--- config.mk ---
export PLATFORM = sky130hd
export DESIGN_NAME = cascaded_biquad_lowpass
export DESIGN_NICKNAME = d
export VERILOG_FILES = /design/src/rtl/cbl_pkg.sv /design/src/rtl/cascaded_biquad_lowpass.sv
export SDC_FILE = /design/constraint.sdc
export NUM_CORES = 1
export LEC_CHECK = 0
export BUFFER_PORTS_ARGS = -buffer_cell sky130_fd_sc_hd__buf_4
export CORE_ASPECT_RATIO = 0.6
export CORE_UTILIZATION = 40
export CTS_BUF_LIST = sky130_fd_sc_hd__clkbuf_8 sky130_fd_sc_hd__clkbuf_16
export DETAILED_ROUTE_END_ITERATION = 8
export PLACE_DENSITY_LB_ADDON = 0.05
export SYNTH_ARGS = -nofsm -noshare
export SYNTH_HDL_FRONTEND = slang
export SYNTH_SLANG_ARGS = --single-unit
--- constraint.sdc ---
create_clock -name clk -period 7.1 [get_ports clk]
set_clock_uncertainty 0.15 [all_clocks]
set_input_delay 0.355 -clock clk [delete_from_list [all_inputs] [get_ports clk]]
set_output_delay 0.355 -clock clk [all_outputs]
set_load 0.02 [all_outputs]
--- src/rtl/cbl_pkg.sv ---
package cbl_pkg;

  localparam int SAMPLE_WIDTH   = 24;
  localparam int COEF_FRAC_BITS = 22;
  localparam int COEF_WIDTH     = COEF_FRAC_BITS + 2;

  // x0 + 2*x1 + x2 needs two bits of headroom over a sample
  localparam int SUM_WIDTH  = SAMPLE_WIDTH + 2;
  // one partial term: s - y1 - y2, and the running accumulator
  localparam int TERM_WIDTH = SAMPLE_WIDTH + 3;
  // accumulator scaled back to sample units before saturation
  localparam int RES_WIDTH  = TERM_WIDTH + 3;
  localparam int CNT_WIDTH  = $clog2(COEF_WIDTH);

  localparam int CFG_IDX_WIDTH = 2;
  localparam logic [CFG_IDX_WIDTH-1:0] REG_COEF_B0 = CFG_IDX_WIDTH'(0);
  localparam logic [CFG_IDX_WIDTH-1:0] REG_COEF_A1 = CFG_IDX_WIDTH'(1);
  localparam logic [CFG_IDX_WIDTH-1:0] REG_COEF_A2 = CFG_IDX_WIDTH'(2);

  typedef logic signed [SAMPLE_WIDTH-1:0] sample_t;
  typedef logic signed [COEF_WIDTH-1:0]   coef_t;

  // clamp a wide section result to the sample range
  function automatic sample_t sat_sample(input logic signed [RES_WIDTH-1:0] v);
    logic [RES_WIDTH-SAMPLE_WIDTH:0] top;
    sample_t                         r;
    top = v[RES_WIDTH-1:SAMPLE_WIDTH-1];
    if (top == '0 || top == '1) begin
      r = v[SAMPLE_WIDTH-1:0];
    end else if (v[RES_WIDTH-1]) begin
      r = {1'b1, {(SAMPLE_WIDTH-1){1'b0}}};
    end else begin
      r = {1'b0, {(SAMPLE_WIDTH-1){1'b1}}};
    end
    return r;
  endfunction

endpackage

--- src/rtl/cascaded_biquad_lowpass.sv ---
// Each sample runs through two sections in turn; each section has a load state, a
// bit-serial multiply-accumulate over the 24 coefficient bits and a round/saturate state.
// A new sample is taken only in idle, which the block reaches once the previous result
// is loaded into the output register; a waiting result stalls that load.
// Reset (rst_n low, synchronous): coefficients, all delay lines and out_valid clear.
module cascaded_biquad_lowpass (
  input  logic                                  clk,
  input  logic                                  rst_n,
  input  logic                                  in_valid,
  output logic                                  in_ready,
  input  cbl_pkg::sample_t                      in_sample_in,
  output logic                                  out_valid,
  input  logic                                  out_ready,
  output cbl_pkg::sample_t                      out_sample_out,
  input  logic                                  cfg_we,
  input  logic [cbl_pkg::CFG_IDX_WIDTH-1:0]     cfg_idx,
  input  cbl_pkg::coef_t                        cfg_wdata
);

  localparam logic [1:0] ST_IDLE = 2'd0;
  localparam logic [1:0] ST_LOAD = 2'd1;
  localparam logic [1:0] ST_MAC  = 2'd2;
  localparam logic [1:0] ST_DONE = 2'd3;

  logic [1:0] state_r;
  logic       sec_r;

  cbl_pkg::coef_t coef_b0_r, coef_a1_r, coef_a2_r;
  cbl_pkg::coef_t b0_sr_r, a1_sr_r, a2_sr_r;

  cbl_pkg::sample_t x_r, m_r;
  cbl_pkg::sample_t in_d1_r, in_d2_r, mid_d1_r, mid_d2_r, out_d1_r, out_d2_r;
  cbl_pkg::sample_t out_data_r;
  logic             out_valid_r;

  logic signed [cbl_pkg::SUM_WIDTH-1:0]  s_r, s_nxt;
  logic signed [cbl_pkg::TERM_WIDTH-1:0] acc_r, acc_nxt;
  logic [2:0]                            lsb_r, lsb_nxt;
  logic [cbl_pkg::CNT_WIDTH-1:0]         cnt_r;

  cbl_pkg::sample_t op_x0, op_x1, op_x2, op_y1, op_y2;
  logic signed [cbl_pkg::TERM_WIDTH-1:0] t_b, t_a1, t_a2, term, step;
  logic signed [cbl_pkg::TERM_WIDTH:0]   acc_sum;
  logic                                  last;
  logic [2:0]                            rnd;
  logic signed [cbl_pkg::RES_WIDTH-1:0]  res;
  cbl_pkg::sample_t                      res_sat;
  logic                                  out_free;
  logic                                  result_load;

  assign in_ready       = (state_r == ST_IDLE);
  assign out_valid      = out_valid_r;
  assign out_sample_out = out_data_r;
  assign out_free       = !out_valid_r || out_ready;
  assign result_load    = (state_r == ST_DONE) && sec_r && out_free;

  // section operands: the second section reads the old mid line as its input history
  always_comb begin
    if (sec_r) begin
      op_x0 = m_r;
      op_x1 = mid_d1_r;
      op_x2 = mid_d2_r;
      op_y1 = out_d1_r;
      op_y2 = out_d2_r;
    end else begin
      op_x0 = x_r;
      op_x1 = in_d1_r;
      op_x2 = in_d2_r;
      op_y1 = mid_d1_r;
      op_y2 = mid_d2_r;
    end
  end

  assign s_nxt = cbl_pkg::SUM_WIDTH'(op_x0)
               + (cbl_pkg::SUM_WIDTH'(op_x1) <<< 1)
               + cbl_pkg::SUM_WIDTH'(op_x2);

  // one coefficient bit per cycle, LSB first; the top bit carries negative weight
  always_comb begin
    t_b  = b0_sr_r[0] ? cbl_pkg::TERM_WIDTH'(s_r)   : '0;
    t_a1 = a1_sr_r[0] ? cbl_pkg::TERM_WIDTH'(op_y1) : '0;
    t_a2 = a2_sr_r[0] ? cbl_pkg::TERM_WIDTH'(op_y2) : '0;
    term = t_b - t_a1 - t_a2;
    last = (cnt_r == cbl_pkg::CNT_WIDTH'(cbl_pkg::COEF_WIDTH - 1));
    step = last ? -term : term;
    acc_sum = (cbl_pkg::TERM_WIDTH+1)'(acc_r) + (cbl_pkg::TERM_WIDTH+1)'(step);
    acc_nxt = acc_sum[cbl_pkg::TERM_WIDTH:1];
    lsb_nxt = {acc_sum[0], lsb_r[2:1]};
  end

  // product = acc * 2^COEF_WIDTH + shifted-out bits; add half an LSB, drop COEF_FRAC_BITS
  always_comb begin
    rnd     = {1'b0, lsb_r[2:1]} + {2'b00, lsb_r[0]};
    res     = (cbl_pkg::RES_WIDTH'(acc_r) <<< 2) + $signed(cbl_pkg::RES_WIDTH'(rnd));
    res_sat = cbl_pkg::sat_sample(res);
  end

  always_ff @(posedge clk) begin
    if (!rst_n) begin
      state_r     <= ST_IDLE;
      sec_r       <= 1'b0;
      out_valid_r <= 1'b0;
      coef_b0_r   <= '0;
      coef_a1_r   <= '0;
      coef_a2_r   <= '0;
      in_d1_r     <= '0;
      in_d2_r     <= '0;
      mid_d1_r    <= '0;
      mid_d2_r    <= '0;
      out_d1_r    <= '0;
      out_d2_r    <= '0;
    end else begin
      if (cfg_we) begin
        unique case (cfg_idx)
          cbl_pkg::REG_COEF_B0: coef_b0_r <= cfg_wdata;
          cbl_pkg::REG_COEF_A1: coef_a1_r <= cfg_wdata;
          cbl_pkg::REG_COEF_A2: coef_a2_r <= cfg_wdata;
          default: ;
        endcase
      end

      if (result_load) begin
        out_valid_r <= 1'b1;
      end else if (out_valid_r && out_ready) begin
        out_valid_r <= 1'b0;
      end

      unique case (state_r)
        ST_IDLE: begin
          if (in_valid) begin
            sec_r   <= 1'b0;
            state_r <= ST_LOAD;
          end
        end
        ST_LOAD: begin
          state_r <= ST_MAC;
        end
        ST_MAC: begin
          if (last) begin
            state_r <= ST_DONE;
          end
        end
        ST_DONE: begin
          if (!sec_r) begin
            sec_r   <= 1'b1;
            state_r <= ST_LOAD;
          end else if (out_free) begin
            // advance all delay lines together once both sections are done
            in_d2_r     <= in_d1_r;
            in_d1_r     <= x_r;
            mid_d2_r    <= mid_d1_r;
            mid_d1_r    <= m_r;
            out_d2_r    <= out_d1_r;
            out_d1_r    <= res_sat;
            state_r     <= ST_IDLE;
          end
        end
        default: state_r <= ST_IDLE;
      endcase
    end
  end

  always_ff @(posedge clk) begin
    unique case (state_r)
      ST_IDLE: begin
        if (in_valid) begin
          x_r <= in_sample_in;
        end
      end
      ST_LOAD: begin
        s_r     <= s_nxt;
        b0_sr_r <= coef_b0_r;
        a1_sr_r <= coef_a1_r;
        a2_sr_r <= coef_a2_r;
        acc_r   <= '0;
        lsb_r   <= '0;
        cnt_r   <= '0;
      end
      ST_MAC: begin
        acc_r   <= acc_nxt;
        lsb_r   <= lsb_nxt;
        b0_sr_r <= b0_sr_r >> 1;
        a1_sr_r <= a1_sr_r >> 1;
        a2_sr_r <= a2_sr_r >> 1;
        cnt_r   <= cnt_r + cbl_pkg::CNT_WIDTH'(1);
      end
      ST_DONE: begin
        if (!sec_r) begin
          m_r <= res_sat;
        end else if (out_free) begin
          out_data_r <= res_sat;
        end
      end
      default: ;
    endcase
  end

endmodule

==> flow_metrics.py, run 1 <==
metrics = {
    "status": {
        "status": "finished with violations",
        "violations": "DRC",
    },
    "global_routing": {
        "antenna_found_initial": 0,
        "grt_pass1_vias": 16399,
        "track_usage_pct": 20.54,
        "grt_overflow": 0,
        "grt_pass1_wl_mm": 96.31,
        "grt_max_degree": 105,
    },
    "cells_and_area": {
        "stdcell_count": 3194,
        "multi_input_area_sq_mm": 0.01229,
        "areaGrowthSynthToFinish_pct": 14.84,
        "seq_area_sq_mm": 0.01056,
        "antenna_cells": 0,
        "fin_nets": 2588,
        "post-route-util_pct": 46.75,
        "mostFrequentLayoutCell": "nand2_1",
        "layout_common_cells": "461 x nand2_1, 219 x dfxtp_1, 205 x edfxtp_1, 196 x a21boi_0, 165 x mux2_2",
        "drive_gt1_share_pct": 16.42,
        "fill_cells": 5392,
    },
    "detailed_routing": {
        "first_pass_iters": 7,
        "wl_met2_mm": 24.50,
        "dr_wl_met3_mm": 2.225,
        "dr.max_layer_used": "met4",
        "vias": 16727,
        "wl_mm": 61.14,
        "drt_iter0_markers": 1108,
        "drc": 1,
        "met1_length_mm": 33.59,
        "postRouteAntennaNets": 0,
        "vias_per_cell": 5.237,
        "drt-wirelength-per-cell_microns": 19.14,
    },
    "synth": {
        "ys_types": 78,
        "synth_nets": 2492,
        "synth_ff_type": "dfxtp_1",
        "synthSimpleGateAreaFrac_pct": 14.38,
        "synth_xor_area_share_pct": 3.985,
        "synth_edf_count": 205,
        "synth_compound_area_share_pct": 14.18,
        "synth_seq_cells": 425,
        "async_flop_share_pct": 0,
        "seq_area_frac_synth_pct": 44.91,
        "yosysWarnings": 0,
        "synth_top_family_by_area": "simple AND/OR/NAND/NOR gates",
        "syn_inst": 2295,
        "syn_area_sq_mm": 0.02352,
        "muxShareOfSynthArea_pct": 9.987,
        "syn_avg_cell_area_sq_um": 10.25,
        "synth_fa_ha_area_share_pct": 9.215,
    },
    "clocking": {
        "clk_latency_ps": 580,
        "numCtsBuffers": 43,
        "cts_tree": "done",
        "numClockSinks": 425,
        "post_cts_buffers": 0,
        "h-tree-depth": 2,
        "cts_root_buf": "clkbuf_16",
        "clockBufferDepth": 3,
        "path_clk_slew_ps": 70,
    },
    "floorplanning": {
        "die_w_microns": 315.0,
        "die_h_microns": 189.8,
        "core-area_sq_mm": 0.05777,
        "rows": 68,
        "start_util_pct": 40.71,
        "ios": 81,
        "design.die.area_sq_mm": 0.05980,
    },
    "placement": {
        "place_inst": 3066,
        "hpwl_mm": 42.41,
        "gp_congestion": 0.8548,
        "port-buffer-count": 80,
    },
    "sta": {
        "tightest_slew_ps": 1191,
        "setup_violations": 0,
        "period_minus_slack_ps": 6770,
        "timing.fmax_mhz": 147.7,
        "fin_crit_sh_pct": 95.35,
        "max_slew_margin_pct": 20.57,
        "hold_viol": 0,
        "hold_ws_ps": 66.70,
        "drv_slew": 0,
    },
    "hold_path": {
        "worstHoldPathCells": 4,
        "holdCritStartpoint": "cfg_idx[0]",
        "hold_path.class": "in2reg",
        "hold_end": "coef_b0_r[11]",
    },
    "critical_path": {
        "worstPathArrival_ps": 6960,
        "endpoint_kind": "flop",
        "worstReg2RegEnd": "acc_r[24]",
        "crit_top_cell": "xnor2_1",
        "rr_startpoint": "sec_r",
        "crit_start": "sec_r",
        "path_cells": "buf_16, mux2i_1, nor2b_1, fa_1, inv_1, ha_1, a211oi_4, o21bai_2, or3b_1, o211ai_2, xnor2_1, or4_4, o31ai_1, xnor2_1, ha_1, nand2_1, or4_1, o32a_1, a31oi_4, a2111oi_4, o31ai_2, o41ai_2, xnor2_1, and2_1",
        "reg2reg_setup_slack_ps": 330,
        "worstSetupStartpointType": "flop",
        "r2r_cells": 24,
        "slowest_stage": "or4_4",
        "crit_required_ps": 7290,
        "critical_path_class": "reg2reg",
        "path_max_fanout": 33,
        "critical_path.max_stage_delay_ps": 570,
    },
    "pwr": {
        "leakage_nw": 10.15,
        "powerDensity_mw_per_mm2": 418.5,
        "ir_worst_vdd_uv": 240.1,
    },
    "job": {
        "drv_cap": 0,
    },
}
-- cell families after synthesis --
kind of cell	count (synthesis)
simple gates	740
compound gates	466
flops	425
mux	214
buf+inv	201
fa+ha+maj	142
xor+xnor	107
-- final cells by class --
| class | instances | area share (%) |
|---|---|---|
| Timing Repair Buffer | 176 | 5.606 |
| Inverter | 76 | 1.066 |
| Sequential cell | 425 | 39.12 |
| Clock inverter | 29 | 0.7783 |
| Tap cell | 770 | 3.567 |
| Clock buffer | 49 | 4.373 |
| Multi-Input combinational cell | 1669 | 45.49 |
-- synth_stat cells (all sizes together), types with 7 or more instances --
cell	n	area share [%]
ha	90	4.8
mux2i	49	2.1
nor2	59	0.94
a31oi	20	0.53
and2	40	1.1
and3	15	0.40
nand2	461	7.4
nor3	14	0.35
o31ai	7	0.22
o211ai	8	0.28
xor2	35	1.3
mux2	165	7.9
o21ai	42	0.91
nand3	31	0.66
a21oi	74	1.6
xnor2	72	2.7
buf	18	0.42
dfxtp	220	19
and4	8	0.30
a21boi	196	6.3
clkbuf	107	1.7
nor2b	59	1.6
o21a	14	0.45
a21o	28	0.89
nand4	9	0.24
o21bai	11	0.37
fa	52	4.4
a221o	26	1.1
edfxtp	205	26
inv	75	1.2
-- per-layer routing --
layer | vias up | global-route usage (%)
li1 | 8254 | -
met1 | 8115 | 33.03
met2 | 305 | 28.76
met3 | 53 | 2.583
met5 | - | 0
met4 | 0 | 4.238
-- registers in the layout, summed over array words and instances (netlist names) --
register / cells
coef_a2_r: 24
cnt_r: 5
mid_d2_r: 24
s_r: 26
state_r: 2
out_sample_out: 24
out_d2_r: 24
in_d2_r: 24
coef_a1_r: 24
m_r: 24
out_d1_r: 24
mid_d1_r: 24
in_d1_r: 24
b0_sr_r: 24
coef_b0_r: 24
acc_r: 27
a1_sr_r: 24
x_r: 24
sec_r: 1
a2_sr_r: 24
out_valid: 1
lsb_r: 3
-- worst max path at each step --
stage / slack [ps] / end
after floorplan: 90 / acc_r[24]
after global placement: 190 / acc_r[24]
after detailed placement: 70 / acc_r[24]
after CTS: 30 / acc_r[24]
after global routing: -10 / acc_r[26]
final: 330 / acc_r[24]
-- through the flow --
stage                     TNS (ps)  setup slack, ps  cell area, sq um  total power, W
after floorplan                  0            92.64             23520        0.007345
after global placement           0            193.0             25010        0.008892
after detailed placement         0            72.13             25010        0.008873
after CTS                        0            28.39             26890         0.01126
after global routing        -11.11           -11.11             27010         0.01212
final                            0            330.1             27010         0.01130
-- worst max-delay path: cells and delay by family (launching register included) --
family	cells	cell delay (ps)
adder cells (fa/ha/maj)	3	1290
AND/OR/NAND/NOR	6	1790
buffers and inverters	2	280
flip-flops	1	390
AO/OA/AOI/OAI	9	1960
XOR/XNOR	3	440
multiplexers	1	210
-- where the power goes --
part | leakage [nW] | switching [W] | internal, W
clock network | 0.732 | 0.000998 | 0.00130
logic | 5.68 | 0.00316 | 0.00226
registers | 3.73 | 0.000289 | 0.00329
-- what timing repair did --
action                     in CTS  in global routing
resized for setup               0                 15
setup endpoints to repair       0                  6
hold buffers                   49                  0
hold endpoints to repair       97                  0
No activity file was read; power rests on OpenSTA's default activity.
==> run 2, diff against run 1 <==
CTS_BUF_LIST = sky130_fd_sc_hd__clkbuf_8   (was sky130_fd_sc_hd__clkbuf_8 sky130_fd_sc_hd__clkbuf_16)
PLACE_DENSITY_LB_ADDON = not set   (was 0.05)
SETUP_SLACK_MARGIN = 0.05   (was not set)
==> flow_metrics.py, run 2 (synthesized netlist as in run 1, its figures left out) <==
metrics = {
    "status": {
        "violations": "DRC",
        "status": "finished with violations",
    },
    "critical_path": {
        "rr_startpoint": "sec_r",
        "worstSetupStartpointType": "flop",
        "worstReg2RegEnd": "acc_r[24]",
        "crit_top_cell": "buf_4",
        "crit_family": "compound AO/OA/AOI/OAI gates",
        "critical_path_class": "reg2reg",
        "worstPathArrival_ps": 7010,
        "critical_path.max_stage_delay_ps": 530,
        "worst-path-buf-inv": 5,
        "reg2reg_setup_slack_ps": 360,
        "path_max_fanout": 12,
        "slowest_stage": "fa_1",
        "crit_required_ps": 7370,
        "r2r_cells": 28,
        "endpoint_kind": "flop",
    },
    "clocking": {
        "numCtsBuffers": 68,
        "cts_tree": "done",
        "post_cts_buffers": 0,
        "path_clk_slew_ps": 70,
        "clk_latency_ps": 670,
        "cts_root_buf": "clkbuf_8",
        "numClockSinks": 425,
        "clockBufferDepth": 3,
        "h-tree-depth": 3,
    },
    "sta": {
        "period_minus_slack_ps": 6740,
        "timing.fmax_mhz": 148.4,
        "rsz0062_at_grt": "yes",
        "fin_crit_sh_pct": 94.94,
        "worst_slack_ps": 359.5,
        "setup_violations": 0,
        "drv_slew": 0,
        "max_slew_margin_pct": 17.88,
        "tightest_slew_ps": 1232,
        "hold_viol": 0,
        "setup_tns_ps": 0,
    },
    "detailed_routing": {
        "drt-wirelength-per-cell_microns": 17.85,
        "drc": 2,
        "vias": 17148,
        "first_pass_iters": 7,
        "drt_iter0_markers": 1203,
        "vias_per_cell": 5.276,
        "postRouteAntennaNets": 0,
        "wl_mm": 58.00,
    },
    "global_routing": {
        "grt_overflow": 0,
        "grt_pass1_wl_mm": 91.68,
        "track_usage_pct": 19.39,
        "antenna_found_initial": 0,
        "grt_max_degree": 201,
        "grt_pass1_vias": 16441,
    },
    "floorplanning": {
        "core-area_sq_mm": 0.05777,
        "ios": 81,
        "start_util_pct": 40.71,
        "rows": 68,
        "die_w_microns": 315.0,
        "design.die.area_sq_mm": 0.05980,
        "die_h_microns": 189.8,
    },
    "hold_path": {
        "worstHoldPathCells": 5,
        "holdCritStartpoint": "in_valid",
        "hold_end": "state_r[0]",
        "hold_path.class": "in2reg",
    },
    "pwr": {
        "leakage_nw": 10.23,
        "powerDensity_mw_per_mm2": 417.0,
        "ir_worst_vdd_uv": 272.6,
    },
    "cells_and_area": {
        "largest_register_ff_count": 27,
        "antenna_cells": 0,
        "layout_common_cells": "461 x nand2_1, 219 x dfxtp_1, 205 x edfxtp_1, 196 x a21boi_0, 165 x mux2_2",
        "drive_gt1_share_pct": 18.19,
        "mostFrequentLayoutCell": "nand2_1",
        "stdcell_count": 3250,
        "largest-register": "acc_r",
        "top_regs": "acc_r (27), s_r (26)",
        "fill_cells": 5348,
        "fin_nets": 2623,
        "areaGrowthSynthToFinish_pct": 15.29,
    },
    "job": {
        "drv_cap": 0,
    },
    "placement": {
        "hpwl_mm": 39.46,
        "place_inst": 3077,
        "port-buffer-count": 80,
        "gp_congestion": 0.8591,
        "pre_cts_ws_ps": 107.7,
    },
}
-- run 2: changes by cell type in the layout (fill, tap and decap cells not counted), sizes merged --
| cell | previous run | this run |
|---|---|---|
| clkbuf | 50 | 80 |
| buf | 126 | 137 |
| inv | 89 | 90 |
| clkinv | 12 | 21 |
| bufinv | 3 | 4 |
| clkinvlp | 1 | 5 |
-- run 2: routing by layer --
layer | vias up | track usage [%] | wire length [microns]
li1 | 8326 | - | -
met1 | 8366 | 29.86 | 30150
met2 | 378 | 26.92 | 23850
met3 | 78 | 4.131 | 2974
met4 | 0 | 5.190 | 1025
met5 | - | 0 | 0
-- run 2: worst max path at each step --
stage          startpoint         to  depth (start not counted)
3_3_place_gp        sec_r  acc_r[24]                         26
6_report            sec_r  acc_r[24]                         28
4_1_cts             sec_r  acc_r[24]                         25
3_5_place_dp        sec_r  acc_r[24]                         26
5_1_grt             sec_r  acc_r[24]                         28
2_1_floorplan       sec_r  acc_r[24]                         27
-- run 2: timing repair --
action / in CTS / in global routing
resized for setup: 0 / 15
setup endpoints to repair: 0 / 6
hold buffers: 49 / 0
endpoints found under the hold margin: 97 / 0
-- run 2: final cells by class --
type	instances	area [sq um]	share of cell area (%)
clock buffers	80	1101	4.061
clock inverters	44	322.8	1.191
inverters	76	287.8	1.061
multi-input cells	1669	12280	45.31
flip-flops and latches	425	10560	38.97
well taps	770	963.4	3.554
repair buffers	186	1589	5.861
-- run 2: worst register-to-register path: cells and delay by family, from the launching register on --
family                     cells  cell delay, ps
and+or+nand+nor                5            1020
xor gates and xnor gates       3             430
muxes                          1             190
AOI/OAI and AO/OA             11            2400
adders and majority gates      3            1180
DFF                            1             400
buffers and inverters          5             730
-- run 2: report_power, final --
part	total [W]	leakage [nW]	internal, W	switching, W
Clock	0.00222	0.769	0.00119	0.00104
Combinational	0.00553	5.72	0.00236	0.00317
Sequential	0.00355	3.73	0.00329	0.000259
-- run 2: stage by stage --
| stage | hold slack, ps | area [sq um] | power [W] | utilization [%] |
|---|---|---|---|---|
| after floorplan | 288.9 | 23520 | 0.007345 | - |
| after global placement | 298.7 | 25120 | 0.008889 | 43.48 |
| after detailed placement | 305.6 | 25120 | 0.008927 | 43.48 |
| after CTS | 20.43 | 27030 | 0.01124 | 46.79 |
| after global routing | 111.8 | 27110 | 0.01208 | 46.93 |
| final | 98.16 | 27110 | 0.01130 | 46.93 |
==> run 3, diff against run 2 <==
BUFFER_PORTS_ARGS = not set   (was -buffer_cell sky130_fd_sc_hd__buf_4)
DONT_BUFFER_PORTS = 1   (was not set)
==> flow_metrics.py, run 3 (synthesized netlist as in run 1, its figures left out) <==
metrics = {
    "floorplanning": {
        "start_util_pct": 40.71,
        "design.die.area_sq_mm": 0.05980,
        "die_w_microns": 315.0,
        "die_h_microns": 189.8,
        "ios": 81,
        "core-area_sq_mm": 0.05777,
        "rows": 68,
    },
    "detailed_routing": {
        "drc": 2,
        "drt_iter0_markers": 1195,
        "wl_mm": 58.89,
        "vias": 16989,
        "vias_per_cell": 5.322,
        "drt-wirelength-per-cell_microns": 18.45,
        "postRouteAntennaNets": 0,
        "first_pass_iters": 9,
    },
    "sta": {
        "hold_ws_ps": 116.9,
        "period_minus_slack_ps": 6927,
        "timing.fmax_mhz": 144.4,
        "worst_slack_ps": 173.4,
        "drv_slew": 0,
        "hold_viol": 0,
        "tightest_slew_ps": 1203,
        "fin_crit_sh_pct": 97.56,
        "setup_violations": 0,
        "max_slew_margin_pct": 19.77,
    },
    "pwr": {
        "total_power_w": 0.01132,
        "leakage_nw": 10.00,
        "powerDensity_mw_per_mm2": 423.0,
        "ir_worst_vdd_uv": 223.8,
    },
    "hold_path": {
        "holdCritStartpoint": "cfg_idx[0]",
        "worstHoldPathCells": 4,
        "hold_end": "coef_a2_r[2]",
        "hold_path.class": "in2reg",
    },
    "global_routing": {
        "grt_pass1_vias": 16619,
        "antenna_found_initial": 2,
        "grt_pass1_wl_mm": 93.09,
        "met3_usage_pct": 5.036,
        "met2_usage_pct": 27.41,
        "grt_max_degree": 196,
        "grt_busiest_layer": "met1",
        "track_usage_pct": 19.69,
        "grt_overflow": 0,
        "use_met1_pct": 29.87,
    },
    "cells_and_area": {
        "mostFrequentLayoutCell": "nand2_1",
        "layout_common_cells": "461 x nand2_1, 219 x dfxtp_1, 205 x edfxtp_1, 196 x a21boi_0, 165 x mux2_2",
        "fill_cells": 5363,
        "largest_register_ff_count": 27,
        "top_regs": "acc_r (27), s_r (26)",
        "largest-register": "acc_r",
        "multi_input_area_sq_mm": 0.01230,
        "areaGrowthSynthToFinish_pct": 13.75,
        "seq_area_sq_mm": 0.01056,
        "fin_nets": 2561,
        "drive_gt1_share_pct": 15.12,
    },
    "placement": {
        "hpwl_mm": 39.65,
        "port-buffer-count": 0,
        "gp_congestion": 0.9062,
        "pre_cts_ws_ps": 22.13,
    },
    "critical_path": {
        "critical_path.max_stage_delay_ps": 450,
        "worstPathArrival_ps": 7210,
        "crit_family": "compound AO/OA/AOI/OAI gates",
        "rr_startpoint": "sec_r",
        "worstSetupStartpointType": "flop",
        "worstReg2RegEnd": "acc_r[24]",
        "crit_required_ps": 7380,
        "slowest_stage": "or4_4",
        "r2r_cells": 27,
        "worst-path-buf-inv": 3,
        "critical_path_class": "reg2reg",
        "reg2reg_setup_slack_ps": 170,
        "endpoint_kind": "flop",
        "path_max_fanout": 5,
    },
    "clocking": {
        "numCtsBuffers": 71,
        "clockBufferDepth": 3,
        "cts_root_buf": "clkbuf_8",
        "numClockSinks": 425,
        "cts_tree": "done",
        "clk_latency_ps": 670,
        "path_clk_slew_ps": 60,
        "h-tree-depth": 3,
    },
    "status": {
        "status": "finished with violations",
        "violations": "DRC",
    },
    "job": {
        "drv_cap": 0,
    },
}
run 3: layout make-up:
type	instances	share of cell area, %
diodes	1	0.009355
clock inverters	49	1.249
repair buffers	121	4.420
well taps	770	3.601
multi-input cells	1669	45.98
inverters	76	1.085
clock buffers	81	4.167
flip-flops and latches	425	39.49
run 3: how the worst max path moves through the flow:
stage / from / endpoint / cells after the start
global placement: sec_r / acc_r[24] / 25
finish: sec_r / acc_r[24] / 27
floorplan: sec_r / acc_r[24] / 27
detailed placement: sec_r / acc_r[24] / 28
CTS: sec_r / acc_r[26] / 28
global route: sec_r / acc_r[26] / 27
run 3: where the power goes:
part | internal [W] | leakage, nW | total [W] | switching, W
Sequential | 0.00330 | 3.73 | 0.00357 | 0.000278
Combinational | 0.00235 | 5.43 | 0.00550 | 0.00315
Clock | 0.00120 | 0.836 | 0.00225 | 0.00105
Total | 0.00684 | 10.0 | 0.0113 | 0.00447
run 3: worst register-to-register path, delay by kind of cell, from the launching register on:
kind | cells | cell delay, ps
AO/OA/AOI/OAI | 13 | 2840
adder cells (fa/ha/maj) | 3 | 1090
AND/OR/NAND/NOR | 4 | 880
buffers and inverters | 3 | 510
XOR/XNOR | 3 | 460
flip-flops | 1 | 430
multiplexers | 1 | 360
run 3: through the flow:
step / TNS [ps] / utilization, % / std cells / instance area [sq um]
final: 0 / 46.31 / 3192 / 26750
after global placement: 0 / 42.39 / 2994 / 24490
after CTS: 0 / 46.04 / 3188 / 26600
after floorplan: 0 / - / 2295 / 23520
after global routing: -443.7 / 46.31 / 3192 / 26750
after detailed placement: 0 / 42.39 / 2994 / 24490
run 3: timing repair:
item,4_1_cts,5_1_grt
setup buffers,0,1
endpoints found under the hold margin,221,0
pin swaps,0,1
gates cloned,0,2
gates resized for setup,1,15
endpoints found under the setup margin,2,6
hold buffers,64,0
run 3: layer usage:
layer / wire length [microns] / vias up / part of all wire [%]
met2: 23950 / 396 / 41
met3: 3713 / 84 / 6.3
met1: 30200 / 8308 / 51
li1: - / 8201 / -
met4: 1027 / 0 / 1.7
met5: 0 / - / 0
